**config.mk**
```make
export PLATFORM = sky130hd
export DESIGN_NAME = vru_isqrt_pipe
export DESIGN_NICKNAME = d
export VERILOG_FILES = /design/src/design/vru_isqrt_pipe.sv
export SDC_FILE = /design/constraint.sdc
export NUM_CORES = 2
export LEC_CHECK = 0
export BUFFER_PORTS_ARGS = -buffer_cell sky130_fd_sc_hd__clkbuf_2
export CAP_MARGIN = 10
export CORE_UTILIZATION = 60
export CTS_BUF_LIST = sky130_fd_sc_hd__clkbuf_8
export CTS_CLUSTER_DIAMETER = 30
export DETAILED_ROUTE_END_ITERATION = 6
export GPL_TIMING_DRIVEN = 0
export MAX_ROUTING_LAYER = met4
export PLACE_DENSITY = 0.77
export SLEW_MARGIN = 0
export SYNTH_ARGS = -nofsm -noshare
export SYNTH_HDL_FRONTEND = slang
export SYNTH_SLANG_ARGS = --single-unit
```
**constraint.sdc**
```tcl
create_clock -name i_clk -period 4.14 [get_ports i_clk]
set_input_delay 0.414 -clock i_clk [delete_from_list [all_inputs] [get_ports i_clk]]
set_output_delay 0.414 -clock i_clk [all_outputs]
set_load 0.05 [all_outputs]
```
**src/design/vru_isqrt_pipe.sv**
```systemverilog
// Pipelined integer square root, one result bit per stage, with remainder and sideband.
`timescale 1ns / 1ps
module vru_isqrt_pipe #(
    parameter int X_W  = 60,
    parameter int SB_W = 8
) (
    input  logic              i_clk,
    input  logic              i_rst_n,
    input  logic              i_vld,
    input  logic [X_W-1:0]    i_x,
    input  logic [SB_W-1:0]   i_sb,
    output logic              o_vld,
    output logic [X_W/2-1:0]  o_root,
    output logic [X_W/2+1:0]  o_rem,
    output logic [SB_W-1:0]   o_sb
);
    localparam int RW    = X_W / 2;
    localparam int REM_W = RW + 2;

    logic [RW:0]        r_vld;
    logic [REM_W-1:0]   r_rem  [RW+1];
    logic [RW-1:0]      r_root [RW+1];
    logic [X_W-1:0]     r_x    [RW+1];
    logic [SB_W-1:0]    r_sb   [RW+1];

    always_ff @(posedge i_clk) begin
        if (!i_rst_n) begin
            r_vld <= '0;
        end else begin
            r_vld <= {r_vld[RW-1:0], i_vld};
        end
    end

    always_ff @(posedge i_clk) begin
        r_rem[0]  <= '0;
        r_root[0] <= '0;
        r_x[0]    <= i_x;
        r_sb[0]   <= i_sb;
    end

    for (genvar g = 0; g < RW; g++) begin : g_step
        logic [REM_W-1:0] n_rem_in;
        logic [REM_W-1:0] n_trial;
        logic [REM_W-1:0] n_rem;
        logic [RW-1:0]    n_root;

        always_comb begin
            n_rem_in = {r_rem[g][REM_W-3:0], r_x[g][X_W-1 -: 2]};
            n_trial  = {r_root[g], 2'b01};
            if (n_rem_in >= n_trial) begin
                n_rem  = n_rem_in - n_trial;
                n_root = {r_root[g][RW-2:0], 1'b1};
            end else begin
                n_rem  = n_rem_in;
                n_root = {r_root[g][RW-2:0], 1'b0};
            end
        end

        always_ff @(posedge i_clk) begin
            r_rem[g+1]  <= n_rem;
            r_root[g+1] <= n_root;
            r_x[g+1]    <= {r_x[g][X_W-3:0], 2'b00};
            r_sb[g+1]   <= r_sb[g];
        end
    end

    assign o_vld  = r_vld[RW];
    assign o_root = r_root[RW];
    assign o_rem  = r_rem[RW];
    assign o_sb   = r_sb[RW];

endmodule

```
After elaboration in Yosys (flattened, before gate mapping)
Memories as Yosys holds them, arrays and structs flattened.
Index checks and enable logic that the tools add are counted.
{"block": "op_classes", "eq_ne": 0, "muxes": 60, "n_shift": 0, "n_bitwise": 0, "div": 0, "n_addsub": 30, "n_reduce_logical": 0, "multipliers": 0, "order_cmp": 30}
{"operator": "$ge 32x32->1", "n": 30}
{"operator": "$mux 32", "n": 30}
{"operator": "$sub 32x32->32", "n": 30}
{"operator": "$mux 1", "n": 30}
{"block": "totals", "rom_bits": 0, "inputBits": 71, "latch_bits": 0, "word_cells": 125, "mem_count": 4, "register_bits": 31, "output_inout_bits": 71, "mem_bits_rw": 4030}
{"memory": "r_x", "depth": 31, "width": 60, "rd": 30, "rd_clocked_by_memory_dff": 0, "write_ports": 31, "line_no": "23", "rtl": "logic [X_W-1:0] r_x [RW+1];"}
{"memory": "r_rem", "depth": 31, "width": 32, "rd": 31, "rd_clocked_by_memory_dff": 0, "write_ports": 31, "line_no": "21", "rtl": "logic [REM_W-1:0] r_rem [RW+1];"}
{"memory": "r_root", "depth": 31, "width": 30, "rd": 31, "rd_clocked_by_memory_dff": 0, "write_ports": 31, "line_no": "22", "rtl": "logic [RW-1:0] r_root [RW+1];"}
{"memory": "r_sb", "depth": 31, "width": 8, "rd": 31, "rd_clocked_by_memory_dff": 0, "write_ports": 31, "line_no": "24", "rtl": "logic [SB_W-1:0] r_sb [RW+1];"}

Logic depth before layout (Yosys ltp)
An unclocked memory read counts as a cell.
{"block": "logic_depth", "ltp_word": 3, "ltp_mapped": 14, "ltp_nobuf": 13}

Worst setup path before layout
OpenSTA, ideal clock, no wires.
{"block": "synth_timing", "path_kind": "reg2reg", "from": "mem r_root[0][150] (netlist name)", "to": "mem r_rem[1][89] (netlist name)", "t_arrival_ns": 3.180, "path_buffers": 0, "path_stages_with_launch": 13, "slack_ns": 0.842, "synth_period_minus_slack_ns": 3.298, "setup_time_ns": 0.118, "t_required_ns": 4.022, "path_cell_list": "dfxtp_1 inv_1 ha_1 o21a_1 o21a_1 o21ai_0 a21boi_0 o21ai_0 nand4_1 or4_1 nor4_4 or4b_2 xnor2_1"}
{"item": "start: declaration", "line_no": "22"}
{"item": "end: declaration", "line_no": "21"}

==> flow_metrics.tcl <==
set metrics [dict create \
    drive_gt1_share_pct 11.3 \
    ctsRootBufferMaster "clkbuf_8" \
    grt_max_degree 22 \
    die_w_um 383 \
    skew_ns 0.126 \
    synth_cell_types 91 \
    setup_viol 0 \
    yosys_warnings 0 \
    synth_fa_ha_area_share_pct 7.16 \
    syn_area_um2 87300 \
    synth_cells 8216 \
    core-area_um2 144000 \
    p_int_uw 47500 \
    met3_usage_pct 4.23 \
    start_util_pct 60.6 \
    numCtsBuffers 436 \
    synth_enable_flop_cells 0 \
    drt-initial-drc-count 3727 \
    setup_ws_ns 0.155 \
    cts_max_path_buffers 4 \
    power_uw 66600 \
    fin_util_pct 70.4 \
    wl_um 182000 \
    use_met1_pct 33.5 \
    grt_pass1_vias 59100 \
    end_kind "register" \
    p_seq_share_pct 46.4 \
    busiest_layer "met2" \
    synth_top_family_by_area "compound AO/OA/AOI/OAI gates" \
    pre_cts_ws_ns -0.386 \
    fin_crit_sh_pct 96.2 \
    synth_seq_cells 2534 \
    port_buffers 141 \
    synth_nets 8786 \
    drtPass1Iterations 7 \
    vias_per_cell 5.30 \
    relSlewSlack_pct 17.4 \
    hold_path_class "input port to register" \
    synth_xor_area_share_pct 7.25 \
    cp_max_fo 7 \
    power_frac_clock_pct 36.0 \
    antenna_left 0 \
    final_nets 9496 \
    synthSimpleGateAreaFrac_pct 10.8 \
    hold_ws_ns 0.0912 \
    path_class "register to register" \
    row_count 139 \
    ir_drop_mv 0.644 \
    hpwl_um 130000 \
    power_density_nw_per_um2 657 \
    drcViolationCount 6 \
    fill_cells 10500 \
    overflow 0 \
    dieArea_um2 147000 \
    groute.usage.overall_pct 25.3 \
    period_minus_slack_ns 3.98 \
    max_freq_ghz 0.251 \
    worstMarginPinSlew_ns 1.21 \
    switchingPower_uw 19100 \
    violations "design-rule violations" \
    maxSlewViolCount 0 \
    final_hold_viol_count 0 \
    grt.met2_usage_pct 39.5 \
    leakage_uw 0.0486 \
    muxShareOfSynthArea_pct 1.51 \
    seq_area_frac_synth_pct 58.1 \
    insertion_delay_ns 1.07 \
    antenna_found_initial 3 \
    switching_share_pct 28.7 \
    pwr-share-comb_pct 17.7 \
    max_cap_violations 0 \
    synthFlopType "dfxtp_1" \
    gp_congestion 0.983 \
    crit_arrival_ns 4.87 \
    cts.sinks 2534 \
    wire_per_inst_um 16.3 \
    io_pins 142 \
    avgSynthCellArea_um2 10.6 \
    die_h_um 383 \
    path_clk_slew_ns 0.06 \
    outcome "finished with violations" \
    cp_data_required_time_ns 5.02 \
    cts_tree "done" \
    synthToLayoutAreaGrowth_pct 16.1 \
    rrSetupSlack_ns 0.16 \
    tns_ns 0 \
    synth_compound_area_share_pct 11.7 \
    async_reset_ff_share_pct 0 \
    htreeDepth 5 \
    dr_total_vias 59100 \
    grt_pass1_wl_um 295000 \
    start_kind "register" \
]
-- placed cells by master, fill, tap and decap left out, types with 19 or more instances in the layout --
| master | synthesis | final |
|---|---|---|
| clkbuf_1 | 132 | 117 |
| o211ai_1 | 26 | 26 |
| clkinvlp_4 | 0 | 26 |
| o31ai_1 | 43 | 42 |
| a211oi_1 | 26 | 25 |
| nor3_1 | 189 | 189 |
| nor2b_1 | 87 | 87 |
| inv_1 | 633 | 714 |
| xnor2_1 | 393 | 393 |
| nand3_1 | 107 | 107 |
| clkinv_2 | 0 | 54 |
| o21ai_0 | 382 | 381 |
| dlygate4sd3_1 | 0 | 131 |
| and2_1 | 53 | 53 |
| nor2_1 | 468 | 468 |
| clkbuf_2 | 0 | 160 |
| a21oi_1 | 527 | 527 |
| or2_2 | 31 | 31 |
| and3_1 | 50 | 50 |
| a21o_1 | 257 | 257 |
| xor2_1 | 329 | 329 |
| or3_1 | 75 | 75 |
| mux2_2 | 108 | 108 |
| nand2_1 | 482 | 482 |
| a31oi_1 | 53 | 52 |
| or4_1 | 41 | 41 |
| o21a_1 | 97 | 97 |
| nand2b_1 | 78 | 78 |
| nand4_1 | 94 | 94 |
| ha_1 | 499 | 499 |
| dfxtp_1 | 2534 | 2534 |
| nor4_1 | 84 | 84 |
| clkbuf_8 | 0 | 532 |
| bufinv_16 | 0 | 40 |
| o21bai_1 | 58 | 58 |
| clkinv_4 | 0 | 19 |
-- power groups by stage --
stage	logic, µW	registers [µW]	clock network [µW]
after floorplan	8450	31100	0
after global placement	11200	31300	0
after detailed placement	11400	31400	0
after CTS	11600	30900	24400
after global routing	13000	31300	25700
final	11800	30900	24000
-- cell type report --
| cell class | instances | area (µm²) | area share [%] |
|---|---|---|---|
| Sequential cell | 2534 | 50700 | 50.1 |
| Multi-Input combinational cell | 4887 | 33500 | 33.1 |
| Clock buffer | 532 | 7320 | 7.22 |
| Tap cell | 1903 | 2380 | 2.35 |
| Inverter | 633 | 2380 | 2.34 |
| Clock inverter | 237 | 2300 | 2.27 |
| Timing Repair Buffer | 274 | 2030 | 2.01 |
| Buffer | 160 | 669 | 0.661 |
| Antenna cell | 2 | 5.00 | 0.00494 |
-- kinds of logic (layout without fill, tap and decap cells) --
kind of cell               Yosys count  in the layout
DFF                               2534           2534
and+or+nand+nor                   1906           1906
AOI/OAI and AO/OA                 1642           1642
buffers and inverters              795           1836
xor gates and xnor gates           722            722
adders and majority gates          499            499
muxes                              117            117
other                                1              3
-- cells in the mapped netlist (9+ instances only) --
master	n	share of area, %
dfxtp_1	2534	58
inv_1	633	2.7
a21oi_1	527	3.0
ha_1	499	7.2
nand2_1	482	2.1
nor2_1	468	2.0
xnor2_1	393	3.9
o21ai_0	382	2.2
xor2_1	329	3.3
a21o_1	257	2.2
nor3_1	189	1.1
clkbuf_1	132	0.57
mux2_2	108	1.4
nand3_1	107	0.61
o21a_1	97	0.83
nand4_1	94	0.67
nor2b_1	87	0.62
nor4_1	84	0.60
nand2b_1	78	0.56
or3_1	75	0.54
o21bai_1	58	0.50
a31oi_1	53	0.38
and2_1	53	0.38
and3_1	50	0.36
o31ai_1	43	0.37
or4_1	41	0.35
or2_2	31	0.22
a211oi_1	26	0.22
o211ai_1	26	0.22
a211o_1	17	0.17
a21boi_0	17	0.15
buf_1	16	0.069
nand3b_1	12	0.10
a2111oi_0	10	0.10
a221o_1	10	0.11
o2111ai_1	10	0.10
a311oi_1	9	0.090
and4_1	9	0.090
nor3b_1	9	0.077
o22ai_1	9	0.065
o31a_1	9	0.090
-- routing by layer --
layer  part of all wire [%]  wire [µm]
met1                     47      85500
met2                     46      82700
met3                    5.2       9510
met4                    2.2       4000
met5                      0          0
-- path summary, 6_finish.rpt --
| check | start | end | cells past startpoint |
|---|---|---|---|
| worst min-delay path | i_x[22] | r_x[0][22] | 2 |
| worst max register to register | r_root[1][300] | r_rem[6][124] | 13 |
| worst min register to register | r_x[0][167] | r_x[0][229] | 0 |
| worst max-delay path | r_root[1][300] | r_rem[6][124] | 13 |
-- flip-flops by register name, indices dropped and copies added (netlist names) --
signal  count
r_sb      248
r_rem     860
r_root    465
r_vld      31
r_x       930
-- stage by stage --
| step | area, µm² | cells |
|---|---|---|
| floorplan | 87300 | 8216 |
| global placement | 90300 | 10300 |
| detailed placement | 90300 | 10300 |
| CTS | 101000 | 11200 |
| global route | 101000 | 11200 |
| finish | 101000 | 11200 |
-- worst max-delay path, cell delays in order, from the launching register on --
cell and delay [ns]:
dfxtp_1 0.32, inv_1 0.05, ha_1 0.31, nor2b_1 0.14, o21ai_0 0.24, a21oi_1 0.14
a211oi_2 0.38, o21ai_0 0.41, o31ai_2 0.46, and3_1 0.21, clkbuf_1 0.39, inv_1 0.37
o311a_1 0.27, xor2_1 0.15
-- repair_timing --
action / CTS / global route
pin swaps: 1 / 0
endpoints found under the setup margin: 27 / 169
hold buffers: 131 / 0
resized for setup: 3 / 37
buffers inserted: 2 / 0
hold endpoints to repair: 99 / 0
(Power assumes the default switching activity.)
